[config.mk]
export PLATFORM = sky130hd
export DESIGN_NAME = keyed_lsb_pixel_embedder_core
export DESIGN_NICKNAME = d
export VERILOG_FILES = /design/src/rtl/klpe_pkg.sv /design/src/rtl/keyed_lsb_pixel_embedder_core.sv /design/src/rtl/klpe_csr.sv /design/src/rtl/klpe_ctrl.sv /design/src/rtl/klpe_dp.sv
export SDC_FILE = /design/constraint.sdc
export NUM_CORES = 1
export LEC_CHECK = 0
export BUFFER_PORTS_ARGS = -buffer_cell sky130_fd_sc_hd__buf_4
export CORE_ASPECT_RATIO = 0.9
export CORE_MARGIN = 3
export CORE_UTILIZATION = 34
export CTS_BUF_LIST = sky130_fd_sc_hd__clkbuf_16
export DETAILED_ROUTE_END_ITERATION = 16
export PLACE_DENSITY_LB_ADDON = 0.3
export SYNTH_ARGS = -nofsm -noshare
export SYNTH_HDL_FRONTEND = slang
export SYNTH_SLANG_ARGS = --single-unit
[constraint.sdc]
create_clock -name clock -period 5.4 [get_ports clock]
set_clock_uncertainty 0.1 [all_clocks]
set_input_delay 0.27 -clock clock [delete_from_list [all_inputs] [get_ports clock]]
set_output_delay 0.27 -clock clock [all_outputs]
set_load 0.02 [all_outputs]
[src/rtl/klpe_pkg.sv]
// ----------------------------------------------------------------------------
// klpe_pkg
// Shared types, constants and helpers of the keyed LSB pixel embedder.
// ----------------------------------------------------------------------------
package klpe_pkg;

   localparam int KEY_DEPTH_DEF = 64;

   localparam int DATA_W      = 8;
   localparam int CHAN_N      = 9;
   localparam int SLOT_W      = 4;
   localparam int KLEN_W      = 7;
   localparam int REQ_TDATA_W = DATA_W * (CHAN_N + 1);
   localparam int REQ_TUSER_W = 3;
   localparam int RSP_TDATA_W = DATA_W * (CHAN_N + 1);
   localparam int CSR_ADDR_W  = 3;
   localparam int CSR_DATA_W  = 32;

   localparam logic [1:0] OP_LOAD_KEY = 2'd0;
   localparam logic [1:0] OP_EMBED    = 2'd1;
   localparam logic [1:0] OP_EXTRACT  = 2'd2;

   localparam logic [0:0] REG_KEY_LENGTH  = 1'd0;
   localparam logic [0:0] REG_HEADER_MODE = 1'd1;

   localparam logic [SLOT_W-1:0] FETCH_LAST = SLOT_W'(CHAN_N - 1);

   typedef enum logic [1:0] {
      ST_IDLE,
      ST_FETCH,
      ST_DRAIN,
      ST_FINISH
   } klpe_state_type;

   typedef struct packed {
      logic load;
      logic key_rd;
      logic use_skip;
      logic use_slot;
      logic finish;
   } klpe_cmd_type;

   typedef struct packed {
      logic out_free;
   } klpe_status_type;

   // v mod 9 for a byte: quotient by reciprocal 57/512, exact over 0..255
   function automatic logic [SLOT_W-1:0] klpe_mod9(input logic [7:0] v);
      logic [13:0] prod;
      logic [4:0]  quo;
      logic [7:0]  rem;
      prod = 14'(v) * 14'd57;
      quo  = prod[13:9];
      rem  = v - 8'({3'b000, quo} * 8'd9);
      return rem[SLOT_W-1:0];
   endfunction

endpackage

[src/rtl/keyed_lsb_pixel_embedder_core.sv]
// ----------------------------------------------------------------------------
// keyed_lsb_pixel_embedder_core
// Hides or recovers one byte in the low bits of three RGB pixels under a key.
// ----------------------------------------------------------------------------
//  port group | direction | contents
//  req_*      | in        | one item: operation, restart, message byte, nine channels
//  rsp_*      | out       | one item: nine channels, recovered byte, end of text
//  csr_*      | in/out    | APB registers: key_length (0x0), header_mode (0x4)
//
//  Embed and extract pass through fetch, drain and finish before the next
//  accept: the key memory has one read port and each byte needs nine reads in turn.
//  Key load and unused operations go from accept straight to finish.
//  A finished item waits in the result register; the next item is accepted
//  meanwhile and stalls only at hand-off if the result is still not taken.
//  Reset clears pointers, FSM, CSRs and rsp_tvalid; key bytes undefined until loaded.
// ----------------------------------------------------------------------------
module keyed_lsb_pixel_embedder_core #(
   parameter int KEY_DEPTH = klpe_pkg::KEY_DEPTH_DEF
) (
   input  logic                                 clock,
   input  logic                                 reset,
   input  logic                                 req_tvalid,
   output logic                                 req_tready,
   // data_byte, chan0 .. chan8
   input  logic [klpe_pkg::REQ_TDATA_W-1:0]     req_tdata,
   // operation, restart
   input  logic [klpe_pkg::REQ_TUSER_W-1:0]     req_tuser,
   output logic                                 rsp_tvalid,
   input  logic                                 rsp_tready,
   // out0 .. out8, recovered_byte
   output logic [klpe_pkg::RSP_TDATA_W-1:0]     rsp_tdata,
   output logic                                 rsp_tlast,
   input  logic                                 csr_psel,
   input  logic                                 csr_penable,
   input  logic                                 csr_pwrite,
   input  logic [klpe_pkg::CSR_ADDR_W-1:0]      csr_paddr,
   input  logic [klpe_pkg::CSR_DATA_W-1:0]      csr_pwdata,
   output logic [klpe_pkg::CSR_DATA_W-1:0]      csr_prdata,
   output logic                                 csr_pready
);

   klpe_pkg::klpe_cmd_type            cmd;
   klpe_pkg::klpe_status_type         status;
   logic [klpe_pkg::KLEN_W-1:0]       key_length;
   logic                              header_mode;

   klpe_csr u_csr (
      .clock       (clock),
      .reset       (reset),
      .csr_psel    (csr_psel),
      .csr_penable (csr_penable),
      .csr_pwrite  (csr_pwrite),
      .csr_paddr   (csr_paddr),
      .csr_pwdata  (csr_pwdata),
      .csr_prdata  (csr_prdata),
      .csr_pready  (csr_pready),
      .key_length  (key_length),
      .header_mode (header_mode)
   );

   klpe_ctrl u_ctrl (
      .clock      (clock),
      .reset      (reset),
      .req_tvalid (req_tvalid),
      .req_tready (req_tready),
      .req_op     (req_tuser[1:0]),
      .status     (status),
      .cmd        (cmd)
   );

   klpe_dp #(
      .KEY_DEPTH (KEY_DEPTH)
   ) u_dp (
      .clock       (clock),
      .reset       (reset),
      .cmd         (cmd),
      .status      (status),
      .req_tdata   (req_tdata),
      .req_tuser   (req_tuser),
      .key_length  (key_length),
      .header_mode (header_mode),
      .rsp_tvalid  (rsp_tvalid),
      .rsp_tready  (rsp_tready),
      .rsp_tdata   (rsp_tdata),
      .rsp_tlast   (rsp_tlast)
   );

   a_busy_after_accept: assert property (@(posedge clock) disable iff (reset)
      (req_tvalid && req_tready) |=> !req_tready)
      else $error("item accepted while previous item still in work");

   a_keyed_busy: assert property (@(posedge clock) disable iff (reset)
      (req_tvalid && req_tready &&
       (req_tuser[1:0] == klpe_pkg::OP_EMBED || req_tuser[1:0] == klpe_pkg::OP_EXTRACT))
      |-> ##10 !req_tready)
      else $error("keyed item finished before all key reads");

   a_no_overwrite: assert property (@(posedge clock) disable iff (reset)
      cmd.finish |-> (!rsp_tvalid || rsp_tready))
      else $error("pending result overwritten");

   a_eot_zero: assert property (@(posedge clock) disable iff (reset)
      (rsp_tvalid && rsp_tlast) |-> (rsp_tdata[klpe_pkg::RSP_TDATA_W-1 -: 8] == 8'd0))
      else $error("end of text flagged on non-zero byte");

endmodule

[src/rtl/klpe_csr.sv]
// ----------------------------------------------------------------------------
// klpe_csr
// APB register file: key length and header mode.
// ----------------------------------------------------------------------------
module klpe_csr (
   input  logic                                 clock,
   input  logic                                 reset,
   input  logic                                 csr_psel,
   input  logic                                 csr_penable,
   input  logic                                 csr_pwrite,
   input  logic [klpe_pkg::CSR_ADDR_W-1:0]      csr_paddr,
   input  logic [klpe_pkg::CSR_DATA_W-1:0]      csr_pwdata,
   output logic [klpe_pkg::CSR_DATA_W-1:0]      csr_prdata,
   output logic                                 csr_pready,
   output logic [klpe_pkg::KLEN_W-1:0]          key_length,
   output logic                                 header_mode
);

   logic [klpe_pkg::KLEN_W-1:0] key_length_ff, key_length_in;
   logic                        header_mode_ff, header_mode_in;
   logic                        wr_en;
   logic [0:0]                  reg_idx;

   assign csr_pready = 1'b1;
   assign reg_idx    = csr_paddr[2:2];
   assign wr_en      = csr_psel & csr_penable & csr_pwrite & csr_pready;

   always_comb begin
      key_length_in  = key_length_ff;
      header_mode_in = header_mode_ff;
      if (wr_en) begin
         unique case (reg_idx)
            klpe_pkg::REG_KEY_LENGTH:  key_length_in  = csr_pwdata[klpe_pkg::KLEN_W-1:0];
            klpe_pkg::REG_HEADER_MODE: header_mode_in = csr_pwdata[0];
            default:                   key_length_in  = key_length_ff;
         endcase
      end
   end

   always_ff @(posedge clock) begin
      if (reset) begin
         key_length_ff  <= klpe_pkg::KLEN_W'(1);
         header_mode_ff <= 1'b0;
      end else begin
         key_length_ff  <= key_length_in;
         header_mode_ff <= header_mode_in;
      end
   end

   always_comb begin
      unique case (reg_idx)
         klpe_pkg::REG_KEY_LENGTH:
            csr_prdata = klpe_pkg::CSR_DATA_W'(key_length_ff);
         klpe_pkg::REG_HEADER_MODE:
            csr_prdata = klpe_pkg::CSR_DATA_W'(header_mode_ff);
         default:
            csr_prdata = '0;
      endcase
   end

   assign key_length  = key_length_ff;
   assign header_mode = header_mode_ff;

endmodule

[src/rtl/klpe_ctrl.sv]
// ----------------------------------------------------------------------------
// klpe_ctrl
// Sequencer: accepts an item, walks the nine key reads, hands off the result.
// ----------------------------------------------------------------------------
module klpe_ctrl (
   input  logic                      clock,
   input  logic                      reset,
   input  logic                      req_tvalid,
   output logic                      req_tready,
   input  logic [1:0]                req_op,
   input  klpe_pkg::klpe_status_type status,
   output klpe_pkg::klpe_cmd_type    cmd
);

   klpe_pkg::klpe_state_type         state_ff, state_in;
   logic [klpe_pkg::SLOT_W-1:0]      cnt_ff, cnt_in;
   logic                             keyed_op;

   assign keyed_op = (req_op == klpe_pkg::OP_EMBED) || (req_op == klpe_pkg::OP_EXTRACT);

   // next state
   always_comb begin
      state_in = state_ff;
      cnt_in   = cnt_ff;
      unique case (state_ff)
         klpe_pkg::ST_IDLE: begin
            cnt_in = '0;
            if (req_tvalid) begin
               state_in = keyed_op ? klpe_pkg::ST_FETCH : klpe_pkg::ST_FINISH;
            end
         end
         klpe_pkg::ST_FETCH: begin
            cnt_in = cnt_ff + klpe_pkg::SLOT_W'(1);
            if (cnt_ff == klpe_pkg::FETCH_LAST) begin
               state_in = klpe_pkg::ST_DRAIN;
            end
         end
         klpe_pkg::ST_DRAIN: begin
            state_in = klpe_pkg::ST_FINISH;
         end
         klpe_pkg::ST_FINISH: begin
            if (status.out_free) begin
               state_in = klpe_pkg::ST_IDLE;
            end
         end
         default: state_in = klpe_pkg::ST_IDLE;
      endcase
   end

   // outputs
   always_comb begin
      cmd        = '0;
      req_tready = 1'b0;
      unique case (state_ff)
         klpe_pkg::ST_IDLE: begin
            req_tready = 1'b1;
            cmd.load   = req_tvalid;
         end
         klpe_pkg::ST_FETCH: begin
            cmd.key_rd   = 1'b1;
            cmd.use_skip = (cnt_ff == klpe_pkg::SLOT_W'(1));
            cmd.use_slot = (cnt_ff > klpe_pkg::SLOT_W'(1));
         end
         klpe_pkg::ST_DRAIN: begin
            cmd.use_slot = 1'b1;
         end
         klpe_pkg::ST_FINISH: begin
            cmd.finish = status.out_free;
         end
         default: cmd = '0;
      endcase
   end

   always_ff @(posedge clock) begin
      if (reset) begin
         state_ff <= klpe_pkg::ST_IDLE;
         cnt_ff   <= '0;
      end else begin
         state_ff <= state_in;
         cnt_ff   <= cnt_in;
      end
   end

endmodule

[src/rtl/klpe_dp.sv]
// ----------------------------------------------------------------------------
// klpe_dp
// Datapath: key memory and pointers, channel work registers, result register.
// ----------------------------------------------------------------------------
module klpe_dp #(
   parameter int KEY_DEPTH = klpe_pkg::KEY_DEPTH_DEF
) (
   input  logic                                 clock,
   input  logic                                 reset,
   input  klpe_pkg::klpe_cmd_type               cmd,
   output klpe_pkg::klpe_status_type            status,
   input  logic [klpe_pkg::REQ_TDATA_W-1:0]     req_tdata,
   input  logic [klpe_pkg::REQ_TUSER_W-1:0]     req_tuser,
   input  logic [klpe_pkg::KLEN_W-1:0]          key_length,
   input  logic                                 header_mode,
   output logic                                 rsp_tvalid,
   input  logic                                 rsp_tready,
   output logic [klpe_pkg::RSP_TDATA_W-1:0]     rsp_tdata,
   output logic                                 rsp_tlast
);

   localparam int PTR_W = (KEY_DEPTH > 1) ? $clog2(KEY_DEPTH) : 1;
   localparam int LEN_W = $clog2(KEY_DEPTH + 1);
   localparam int CMP_W = (LEN_W > klpe_pkg::KLEN_W) ? LEN_W : klpe_pkg::KLEN_W;
   localparam int DW    = klpe_pkg::DATA_W;
   localparam int CN    = klpe_pkg::CHAN_N;
   localparam int SW    = klpe_pkg::SLOT_W;

   logic [DW-1:0]    key_mem [KEY_DEPTH];

   logic [PTR_W-1:0] rd_pos_ff, rd_pos_in;
   logic [PTR_W-1:0] wr_pos_ff, wr_pos_in;
   logic [DW-1:0]    rd_data_ff;
   logic [1:0]       op_ff, op_in;
   logic [DW-1:0]    msg_ff, msg_in;
   logic [DW-1:0]    rec_ff, rec_in;
   logic [SW-1:0]    slot_ff, slot_in;
   logic [SW-1:0]    skip_ff, skip_in;
   logic [DW-1:0]    ch_ff [CN];
   logic [DW-1:0]    ch_in [CN];

   logic             out_valid_ff, out_valid_in;
   logic [DW-1:0]    out_ch_ff [CN];
   logic [DW-1:0]    out_rec_ff, out_rec_in;
   logic             out_eot_ff, out_eot_in;

   logic [CMP_W-1:0] eff_len;
   logic [CMP_W-1:0] klen_c;
   logic [PTR_W-1:0] rd_addr, rd_next;
   logic [PTR_W-1:0] wr_addr, wr_next;
   logic [1:0]       req_op;
   logic             req_restart;
   logic [SW-1:0]    eff_slot;
   logic             bit_sel;
   logic             ext_bit;

   assign req_op      = req_tuser[1:0];
   assign req_restart = req_tuser[2];

   // effective key length: zero counts as one, capped at the store depth
   assign klen_c = CMP_W'(key_length);
   always_comb begin
      priority if (klen_c == '0) begin
         eff_len = CMP_W'(1);
      end else if (klen_c > CMP_W'(KEY_DEPTH)) begin
         eff_len = CMP_W'(KEY_DEPTH);
      end else begin
         eff_len = klen_c;
      end
   end

   assign rd_addr = (CMP_W'(rd_pos_ff) >= eff_len) ? '0 : rd_pos_ff;
   assign rd_next = ((CMP_W'(rd_addr) + CMP_W'(1)) >= eff_len) ? '0
                    : PTR_W'(rd_addr + PTR_W'(1));
   assign wr_addr = req_restart ? '0 : wr_pos_ff;
   assign wr_next = ((CMP_W'(wr_addr) + CMP_W'(1)) >= CMP_W'(KEY_DEPTH)) ? '0
                    : PTR_W'(wr_addr + PTR_W'(1));

   // key memory: one write port, one registered read port
   always_ff @(posedge clock) begin
      if (cmd.load && (req_op == klpe_pkg::OP_LOAD_KEY)) begin
         key_mem[wr_addr] <= req_tdata[DW-1:0];
      end
   end

   always_ff @(posedge clock) begin
      if (cmd.key_rd) begin
         rd_data_ff <= key_mem[rd_addr];
      end
   end

   assign eff_slot = (slot_ff == skip_ff) ? (slot_ff + SW'(1)) : slot_ff;
   assign bit_sel  = rd_data_ff[0];
   assign ext_bit  = ch_ff[eff_slot][bit_sel];

   always_comb begin
      rd_pos_in = rd_pos_ff;
      wr_pos_in = wr_pos_ff;
      op_in     = op_ff;
      msg_in    = msg_ff;
      rec_in    = rec_ff;
      slot_in   = slot_ff;
      skip_in   = skip_ff;
      for (int i = 0; i < CN; i++) begin
         ch_in[i] = ch_ff[i];
      end

      if (cmd.load) begin
         op_in  = req_op;
         msg_in = req_tdata[DW-1:0];
         rec_in = '0;
         for (int i = 0; i < CN; i++) begin
            ch_in[i] = req_tdata[DW*(i+1) +: DW];
         end
         if (req_op == klpe_pkg::OP_LOAD_KEY) begin
            wr_pos_in = wr_next;
         end else if ((req_op == klpe_pkg::OP_EMBED || req_op == klpe_pkg::OP_EXTRACT)
                      && req_restart) begin
            rd_pos_in = '0;
         end
      end

      if (cmd.key_rd) begin
         rd_pos_in = rd_next;
      end

      if (cmd.use_skip) begin
         skip_in = header_mode ? SW'(rd_data_ff[2:0]) : klpe_pkg::klpe_mod9(rd_data_ff);
         slot_in = '0;
      end

      if (cmd.use_slot) begin
         slot_in = eff_slot + SW'(1);
         msg_in  = {1'b0, msg_ff[DW-1:1]};
         rec_in  = {ext_bit, rec_ff[DW-1:1]};
         if (op_ff == klpe_pkg::OP_EMBED) begin
            for (int i = 0; i < CN; i++) begin
               if (eff_slot == SW'(i)) begin
                  ch_in[i][bit_sel] = msg_ff[0];
               end
            end
         end
      end
   end

   always_ff @(posedge clock) begin
      if (reset) begin
         rd_pos_ff <= '0;
         wr_pos_ff <= '0;
      end else begin
         rd_pos_ff <= rd_pos_in;
         wr_pos_ff <= wr_pos_in;
      end
   end

   always_ff @(posedge clock) begin
      op_ff   <= op_in;
      msg_ff  <= msg_in;
      rec_ff  <= rec_in;
      slot_ff <= slot_in;
      skip_ff <= skip_in;
      for (int i = 0; i < CN; i++) begin
         ch_ff[i] <= ch_in[i];
      end
   end

   // result register
   assign status.out_free = !out_valid_ff || rsp_tready;

   always_comb begin
      out_valid_in = out_valid_ff;
      out_rec_in   = out_rec_ff;
      out_eot_in   = out_eot_ff;
      if (out_valid_ff && rsp_tready) begin
         out_valid_in = 1'b0;
      end
      if (cmd.finish) begin
         out_valid_in = 1'b1;
         out_rec_in   = (op_ff == klpe_pkg::OP_EXTRACT) ? rec_ff : '0;
         out_eot_in   = (op_ff == klpe_pkg::OP_EXTRACT) && (rec_ff == '0);
      end
   end

   always_ff @(posedge clock) begin
      if (reset) begin
         out_valid_ff <= 1'b0;
      end else begin
         out_valid_ff <= out_valid_in;
      end
   end

   always_ff @(posedge clock) begin
      out_rec_ff <= out_rec_in;
      out_eot_ff <= out_eot_in;
      for (int i = 0; i < CN; i++) begin
         if (cmd.finish) begin
            out_ch_ff[i] <= ch_ff[i];
         end
      end
   end

   assign rsp_tvalid = out_valid_ff;
   assign rsp_tlast  = out_eot_ff;

   always_comb begin
      rsp_tdata = '0;
      for (int i = 0; i < CN; i++) begin
         rsp_tdata[DW*i +: DW] = out_ch_ff[i];
      end
      rsp_tdata[DW*CN +: DW] = out_rec_ff;
   end

endmodule
* Word-level counts from Yosys, hierarchy flattened
Memory sizes are Yosys's and may differ from the RTL's. A register that Yosys moved wholly into a read port is not among the register bits. Cells that the tools add are included.
Storage, ports and cells: register bits after elaboration 62, RAM bits 656, output and inout bits 116, word-level logic and storage cells 146, memories kept 3
Cells by class: add/subtract/negate cells 8, multipliers 2, $lt $le $gt $ge 7, equal/unequal tests 22, mux-type cells 61, bitwise operators 3, reductions and logical operators 24
Memory list:
- u_dp.key_mem | words 64, width 8, read ports 1, clocked after memory_dff 1, write ports 1, RTL line klpe_dp.sv:29 | logic [DW-1:0] key_mem [KEY_DEPTH];
- u_dp.ch_ff | words 9, width 8, read ports 10, clocked after memory_dff 0, write ports 9, RTL line klpe_dp.sv:39 | logic [DW-1:0] ch_ff [CN];
- u_dp.out_ch_ff | words 9, width 8, read ports 9, clocked after memory_dff 0, write ports 9, RTL line klpe_dp.sv:43 | logic [DW-1:0] out_ch_ff [CN];
Operators by type and width (number):
- $mux W72 | 3
- $mux W8 | 11
- $bwmux W8 | 9
- $pmux W32 S2 | 1
- $mux W6 | 8
- $mux W7 | 4
- $eq A4 B3 Y1 const B | 4
- $add A6 B1 Y7 const B | 2
- $mul A8 B6 Y14 const B | 1
- $add A4 B1 Y4 const B | 3
- $add A6 B1 Y6 const B | 2
- $mux W1 | 12
- $mux W4 | 3
- $reduce_bool A2 Y1 | 6
- $mux W2 | 5
- $eq A2 B2 Y1 const B | 4
- $eq A4 B1 Y1 const B | 2
- $eq A4 B2 Y1 const B | 2
- $eq A4 B4 Y1 const B | 2
- $logic_not A8 Y1 | 1
- $pmux W2 S4 | 1
- $pmux W4 S2 | 1
- $ge A6 B7 Y1 | 1
- $ge A7 B7 Y1 | 1
- other kinds (24) | 38

* Logic depth before layout (Yosys ltp)
Gate-level depths: netlist of the first run.
depth in word-level cells 9, mapped depth 20

* Modules after synthesis
A second synthesis of the first run with hierarchy kept.
Unflattened totals: cell total of the unflattened synthesis 1913, area total of the unflattened synthesis 30163.9 um^2
By module, submodules not included:
- klpe_dp | times used 1, cells each 1788, area each 29052.9 um^2, seq. area each 21060.2 um^2
- klpe_csr | times used 1, cells each 71, area each 633.1 um^2, seq. area each 160.2 um^2
- klpe_ctrl | times used 1, cells each 54, area each 478.0 um^2, seq. area each 120.1 um^2

* Least setup slack after synthesis of the first run
Ideal clock, no wire load.
kind flip-flop to flip-flop, start register u_dp.rd_data_ff[2] (read register of u_dp.key_mem), end register u_dp.skip_ff[3] (data pin), setup time 0.259 ns, arrival time 4.470 ns, data required time 5.041 ns, slack 0.571 ns, stages on the path, launching flop included 20, path buffers 0, clock period less this slack 4.829 ns, cell sequence edfxtp_1 -> fa_1 -> inv_1 -> fa_1 -> inv_1 -> ha_1 -> ha_1 -> or3_1 -> o21ai_0 -> xnor2_1 -> ha_1 -> fa_1 -> inv_1 -> ha_1 -> a21o_1 -> a21oi_1 -> xnor2_1 -> xnor2_1 -> xnor2_1 -> nor2_1
Between the ends: longest elaborated chain between the ends 3
Ends and longest elaborated chain:
- start: declaration | RTL line klpe_dp.sv:33 | logic [DW-1:0] rd_data_ff;
- $mul A8 B6 Y14 | RTL line klpe_pkg.sv:52 | prod = 14'(v) * 14'd57;
- $mul A5 B4 Y4 | RTL line klpe_pkg.sv:54 | rem = v - 8'({3'b000, quo} * 8'd9);
- $sub A4 B4 Y4 * | RTL line klpe_pkg.sv:54
- end signal: assignment | RTL line klpe_dp.sv:161 | skip_ff <= skip_in;
- end: declaration | RTL line klpe_dp.sv:38 | logic [SW-1:0] skip_ff, skip_in;
Mark *: on every way between the ends. The rest lies on a longest branch, timed or not. A chain may end at the register's enable or synchronous reset.

* Worst setup path after layout of the first run
Ends and elaborated chain as after synthesis.

==> run_results.csv, run 1 <==
group,metric,value,unit
sta,fmax,0.197,GHz
synthesis,ys_async_sr_fraction,0,%
pwr,ir_drop,0.582,mV
critical_path,r2r-start,"u_dp.rd_data_ff[2]$_DFFE_PP_",
sta,fin_ws,323,ps
routing,dr.pass1.iters,5,
placed_design,dpl.hpwl,47.4,mm
clocking,clk_latency,610,ps
routing,topRoutingLayerUsed,"met4",
routing,num_vias,17600,
placed_design,io_buffer_count,187,
sta,tns,0,ps
critical_path,slowest_stage,"fa_1",
routing,wl_per_cell,22.4,microns
clocking,root_buffer,"clkbuf_16",
worst_hold_path,min_from,"req_tuser[2]",
synthesis,synth_top_area_share,68.1,%
critical_path,start_kind,"flop",
synthesis,avgSynthCellArea,15.8,sq um
synthesis,synth_top_cells_by_count,"edfxtp_1 (680), nand2_1 (150), nor2_1 (123)",
synthesis,synthAdderAreaFrac,2.93,%
global_routing,grt_pass1_wl,114,mm
critical_path,worstSetupPathType,"flop to flop",
synthesis,yosys.area_share.simple,6.99,%
critical_path,critical_path.top_delay_family,"adder cells",
sta,post-route-period-util,94.0,%
synthesis,yosys_warnings,0,
synthesis,synth_area_leaders,"edfxtp_1 (68%), mux4_2 (3.1%), dfxtp_1 (3.1%), mux2i_1 (3.0%), mux2_2 (2.1%)",
sta,setup_viol,0,
critical_path,worstRegToRegCells,17,
pwr,leakagePower,12.0,nW
synthesis,yosys_most_used_dff,"edfxtp_1",
sta,fin_crit,5080,ps
global_routing,grt_use_total,16.3,%
placed_design,dp_cells,3160,
global_routing,overflow,0,
synthesis,synth_edf_count,680,
routing,drt-total-wl,75.8,mm
cells_and_area,nets,2373,
run,maxCapViolCount,0,
synthesis,synth-seq-cells,726,
routing,drc,0,
global_routing,grt_pass1_vias,17800,
sta,maxSlewViolCount,0,
synthesis,synth_area,30000,sq um
die,die_h,288,microns
sta,whs,98.4,ps
sta,rsz0062_at_grt,"false",
synthesis,synth_most_common_cell,"edfxtp_1",
critical_path,path_buf_inv,1,
clocking,cts_resized,0,
placed_design,place_congestion,0.890,
critical_path,r2r_end,"u_dp.skip_ff[3]$_SDFFCE_PP0P_",
sta,hold_violations,0,
die,dieArea,91800,sq um
sta,worst_pin_slew,1140,ps
die,io_pins,241,
synthesis,yosysSeqAreaShare,71.2,%
placed_design,pre_cts_ws,311,ps
synthesis,synth_compound_area_share,7.30,%
pwr,p_per_area,430,nW/um^2
critical_path,rrSetupSlack,320,ps
critical_path,max_stage_delay,590,ps
routing,routed_via_density,5.20,
routing,wl_met1,33.3,mm
synthesis,syn_inst,1896,
clocking,cts_tree,"done",
worst_hold_path,hold_end,"u_dp.wr_pos_ff[4]$_SDFFE_PP0P_",
synthesis,synth.distinct_cells,75,
routing,initialDrtViolationCount,1680,
critical_path,critPathCaptureType,"flop",
cells_and_area,syn2layout_area_growth,19.3,%
critical_path,required,5650,ps
global_routing,antenna_found_initial,1,
die,rows,102,
critical_path,cp.arrival,5330,ps
synthesis,synthMuxAreaShare,8.26,%
cells_and_area,drive_above_1_share,20.2,%
synthesis,synth_xor_area_share,0.835,%
die,die_w,319,microns
routing,ant_nets,0,
critical_path,crit_path_cell_trace,"fa_1 > fa_1 > ha_1 > ha_1 > or3_1 > o21ai_0 > xnor2_1 > ha_1 > fa_1 > inv_1 > ha_1 > a21o_1 > a21oi_1 > xnor2_1 > xnor2_1 > xnor2_1 > nor2_1",
clocking,path_clk_slew,60,ps
synthesis,synth_top_family_by_area,"multiplexers",
global_routing,grt_max_degree,109,
clocking,cts_buffer_depth,3,
routing,wl_met2,34.8,mm
clocking,cts_made_buffers,76,
run_status,status,"finished clean",
clocking,htreeDepth,3,
sta,slew-limit-headroom,23.5,%
synthesis,yosysTopAreaCell,"edfxtp_1",
die,start_util,34.6,%
die,core-area,86700,sq um
clocking,postCtsHoldBufs,91,
worst_hold_path,min_path_cells,4,
cells_and_area,layoutNonFillerInstCount,3383,
routing,wl_met3,5.66,mm
clocking,postCtsSetupRepairBufs,0,
clocking,cts.sinks,726,
worst_hold_path,hold_path_class,"input pin to flop",
critical_path,path_max_fanout,7,
## layout by cell type (no fill, tap or decap), drive strengths merged, types with 7 or more instances in the layout
master | synthesis | layout
edfxtp | 680 | 680
buf | 68 | 211
nand2 | 150 | 150
nor2 | 123 | 123
mux2i | 91 | 91
dlygate4sd3 | 0 | 91
clkbuf | 47 | 77
mux2 | 57 | 57
inv | 40 | 57
ha | 51 | 51
dfxtp | 46 | 46
mux4 | 41 | 41
a21oi | 41 | 41
o221ai | 39 | 39
o21ai | 37 | 37
nor3 | 36 | 36
and3 | 33 | 33
nand3 | 31 | 31
clkinv | 1 | 29
conb | 2 | 26
xnor2 | 20 | 20
a211oi | 18 | 18
o211ai | 17 | 17
o32a | 16 | 16
and2 | 16 | 16
a2111oi | 15 | 15
o22ai | 15 | 15
nor2b | 15 | 15
o31a | 12 | 12
a221o | 12 | 12
fa | 12 | 12
a211o | 10 | 10
a221oi | 10 | 10
a31o | 8 | 8
nand4 | 8 | 8
nand2b | 8 | 8
or2 | 7 | 7
## how the worst max path moves through the flow
stage	to	depth (start not counted)	start
after CTS	u_dp.skip_ff[3]$_SDFFCE_PP0P_	17	u_dp.rd_data_ff[2]$_DFFE_PP_
final	u_dp.skip_ff[3]$_SDFFCE_PP0P_	17	u_dp.rd_data_ff[2]$_DFFE_PP_
after detailed placement	u_dp.skip_ff[3]$_SDFFCE_PP0P_	17	u_dp.rd_data_ff[2]$_DFFE_PP_
after floorplan	u_dp.skip_ff[3]$_SDFFCE_PP0P_	19	u_dp.rd_data_ff[2]$_DFFE_PP_
after global routing	u_dp.skip_ff[3]$_SDFFCE_PP0P_	19	u_dp.rd_data_ff[2]$_DFFE_PP_
after global placement	u_dp.skip_ff[3]$_SDFFCE_PP0P_	19	u_dp.rd_data_ff[2]$_DFFE_PP_
## where the power goes
| group | switching [mW] | leakage, nW | internal (mW) |
|---|---|---|---|
| registers | 0.253 | 6.54 | 6.74 |
| clock network | 2.11 | 1.19 | 2.82 |
| logic | 1.89 | 4.23 | 1.59 |
## flip-flops by register name, indices dropped and copies added, names as in the netlist, 7 cells and up, named ones only
signal / flops
u_dp.key_mem: 512
u_dp.out_ch_ff: 72
u_dp.ch_ff: 18
u_dp.msg_ff: 8
u_dp.out_rec_ff: 8
u_dp.rd_data_ff: 8
u_dp.rec_ff: 8
u_csr.key_length: 7
## tightest hold or removal path: stages
cell and delay (ps):
buf_4 180, o21ai_0 180, a32oi_1 60, nor2_1 70
## per-stage QoR
step	util (%)	cell area, sq um	power, mW
after floorplan	-	30100	9.62
after global placement	37.6	32500	10.5
after CTS	41.3	35800	15.5
after global routing	41.3	35800	16.2
after detailed placement	37.6	32500	10.6
final	41.3	35800	15.4
## cells by family after synthesis
group | count (synthesis)
AOI/OAI and AO/OA | 285
xor gates and xnor gates | 26
adders and majority gates | 63
buffers and inverters | 156
DFF | 726
muxes | 189
other | 2
and+or+nand+nor | 449
## routing by layer
layer | vias up | track usage [%]
met1 | 8845 | 22.7
met4 | 0 | 4.91
met5 | - | 0
met3 | 121 | 3.27
li1 | 7930 | -
met2 | 694 | 25.9
## layout make-up
| cell class | count | area, sq um |
|---|---|---|
| well taps | 1144 | 1430 |
| clock buffers | 77 | 1930 |
| inverters | 41 | 155 |
| multi-input cells | 1038 | 8010 |
| clock inverters | 54 | 383 |
| repair buffers | 302 | 2520 |
| diodes | 1 | 2.50 |
| flip-flops and latches | 726 | 21300 |
| fillers | 7793 | 50900 |
Power figures use the tool's default switching activity.
==> inputs of run 2 (changes only) <==
--- a/config.mk
+++ b/config.mk
@@ -12,6 +12,7 @@
 export CTS_BUF_LIST = sky130_fd_sc_hd__clkbuf_16
 export DETAILED_ROUTE_END_ITERATION = 16
 export PLACE_DENSITY_LB_ADDON = 0.3
+export RECOVER_POWER = 25
 export SYNTH_ARGS = -nofsm -noshare
 export SYNTH_HDL_FRONTEND = slang
 export SYNTH_SLANG_ARGS = --single-unit
==> constraint.sdc (replaced) <==
create_clock -name clock -period 5.1 [get_ports clock]
set_clock_uncertainty 0.1 [all_clocks]
set_input_delay 0.255 -clock clock [delete_from_list [all_inputs] [get_ports clock]]
set_output_delay 0.255 -clock clock [all_outputs]
set_load 0.02 [all_outputs]
==> run_results.csv, run 2 (synthesized netlist as in run 1, its figures left out) <==
group,metric,value,unit
routing,wl_per_cell,22.5,microns
critical_path,required,5360,ps
sta,maxSlewViolCount,462,
clocking,cts_buffer_depth,3,
sta,tns,0,ps
global_routing,overflow,0,
sta,post-route-period-util,95.4,%
pwr,leakagePower,12.0,nW
global_routing,antenna_found_initial,2,
sta,fmax,0.205,GHz
cells_and_area,largest_register,"u_dp.key_mem",
die,io_pins,241,
cells_and_area,syn2layout_area_growth,19.8,%
sta,setup_viol,0,
die,start_util,34.6,%
cells_and_area,antennaDiodeCount,0,
routing,drt-total-wl,76.3,mm
cells_and_area,drive_above_1_share,20.5,%
sta,fin_crit,4870,ps
sta,hold_violations,0,
sta,worst_pin_slew,3690,ps
critical_path,max_stage_delay,560,ps
pwr,p_sw,4.66,mW
cells_and_area,nets,2379,
global_routing,grt_pass1_vias,17800,
die,rows,102,
cells_and_area,fin_util,41.4,%
die,die_w,319,microns
routing,dr.pass1.iters,7,
clocking,cts.sinks,726,
routing,ant_nets,0,
pwr,switching_share,27.9,%
placed_design,io_buffer_count,187,
clocking,root_buffer,"clkbuf_16",
cells_and_area,final_common_cell,"edfxtp_1",
global_routing,grt_max_degree,109,
clocking,clk_latency,620,ps
critical_path,worstSetupPathType,"flop to flop",
pwr,pwr-share-clk,32.4,%
routing,num_vias,17800,
cells_and_area,largest_register_ffs,512,
critical_path,cp.arrival,5130,ps
critical_path,crit_path_cell_trace,"fa_1 > fa_1 > ha_1 > ha_1 > or3_4 > o21ai_2 > xnor2_1 > ha_1 > fa_1 > inv_1 > ha_1 > a21o_1 > a21oi_2 > xnor2_1 > xnor2_1 > xnor2_1 > nor2_1",
pwr,internal-power,12.1,mW
clocking,htreeDepth,3,
sta,rsz0062_at_grt,"false",
cells_and_area,final_area,35900,sq um
pwr,p_total,16.7,mW
pwr,ir_drop,0.602,mV
worst_hold_path,hold_path_class,"input pin to flop",
clocking,cts_made_buffers,75,
run,maxCapViolCount,7,
critical_path,critPathCaptureType,"flop",
run_status,status,"complete, but fails checks",
pwr,sequentialPowerShare,44.3,%
placed_design,place_congestion,0.854,
cells_and_area,layout_common_cells,"edfxtp_1 (680), buf_4 (159), nand2_1 (150), nor2_1 (123), mux2i_1 (91)",
critical_path,path_max_fanout,5,
sta,slew-limit-headroom,-146,%
placed_design,place_area,32600,sq um
cells_and_area,largest_registers,"u_dp.key_mem (512), u_dp.out_ch_ff (72), u_dp.ch_ff (18)",
routing,drc,0,
placed_design,dpl.hpwl,47.5,mm
routing,routed_via_density,5.24,
pwr,pwr-share-comb,23.3,%
run_status,failed_checks,"capacitance limit, slew limit",
clocking,cts_tree,"done",
pwr,p_per_area,466,nW/um^2
die,core-area,86700,sq um
routing,initialDrtViolationCount,1878,
critical_path,slowest_stage,"fa_1",
global_routing,grt_pass1_wl,114,mm
die,die_h,288,microns
clocking,path_clk_slew,60,ps
global_routing,grt_use_total,16.4,%
critical_path,start_kind,"flop",
die,dieArea,91800,sq um
==> run 2: cell count changes in the layout (fill, tap and decap cells not counted), sizes merged, moves of 2 or more <==
cell | previous run | this run
clkbuf | 77 | 142
clkinv | 29 | 27
clkinvlp | 4 | 6
dlygate4sd3 | 91 | 85
buf | 211 | 161
==> run 2: final timing paths <==
path	from	to	slack [ps]	cells past startpoint
min reg2reg	flop	u_dp.out_ch_ff[0][2]$_DFFE_PP_	320	0
max reg2reg	u_dp.rd_data_ff[3]$_DFFE_PP_	u_dp.skip_ff[3]$_SDFFCE_PP0P_	230	17
max	u_dp.rd_data_ff[3]$_DFFE_PP_	u_dp.skip_ff[3]$_SDFFCE_PP0P_	230	17
min	req_tuser[2]	u_dp.wr_pos_ff[3]$_SDFFE_PP0P_	90	4
==> run 2: area by class of cell <==
cell class / count / area [sq um]
fillers: 7726 / 50800
flip-flops and latches: 726 / 21300
multi-input cells: 1038 / 8020
repair buffers: 309 / 2520
clock buffers: 79 / 1980
well taps: 1144 / 1430
clock inverters: 56 / 444
inverters: 41 / 155
==> run 2: power groups by stage <==
stage                     Combinational, mW  Sequential [mW]  Clock, mW
after floorplan                        2.66             7.53          0
after global placement                 3.67             7.51          0
after detailed placement               3.75             7.53          0
after CTS                              3.85             7.40       5.51
after global routing                   4.41             7.45       5.77
final                                  3.90             7.41       5.41
==> run 2: per-stage QoR <==
stage / hold WS (ps) / cells / setup slack [ps]
floorplan: 254 / 1920 / 271
global placement: 301 / 3171 / 101
detailed placement: 305 / 3171 / 101
CTS: 55.1 / 3391 / 90.8
global route: 77.4 / 3393 / 2.54
finish: 88.7 / 3393 / 233
==> run 2: repair_timing <==
item / CTS / global route
setup buffers: 0 / 2
hold buffers: 85 / 0
hold endpoints to repair: 102 / 0
endpoints found under the setup margin: 0 / 1
gates resized for setup: 0 / 6
==> run 2: per-layer routing <==
metal / vias up / wire length (microns) / GRT usage, %
li1: 7946 / - / -
met3: 120 / 5870 / 3.49
met5: - / 0 / 0
met2: 710 / 34100 / 25.3
met1: 9006 / 34300 / 23.3
met4: 0 / 2120 / 4.95
==> run 2: worst max-delay path, delay by kind of cell, from the launching register on <==
family | cells | cell delay (ps)
AO/OA/AOI/OAI | 3 | 460
XOR/XNOR | 4 | 540
adder cells (fa/ha/maj) | 7 | 2500
buffers and inverters | 1 | 60
flip-flops | 1 | 520
AND/OR/NAND/NOR | 2 | 450
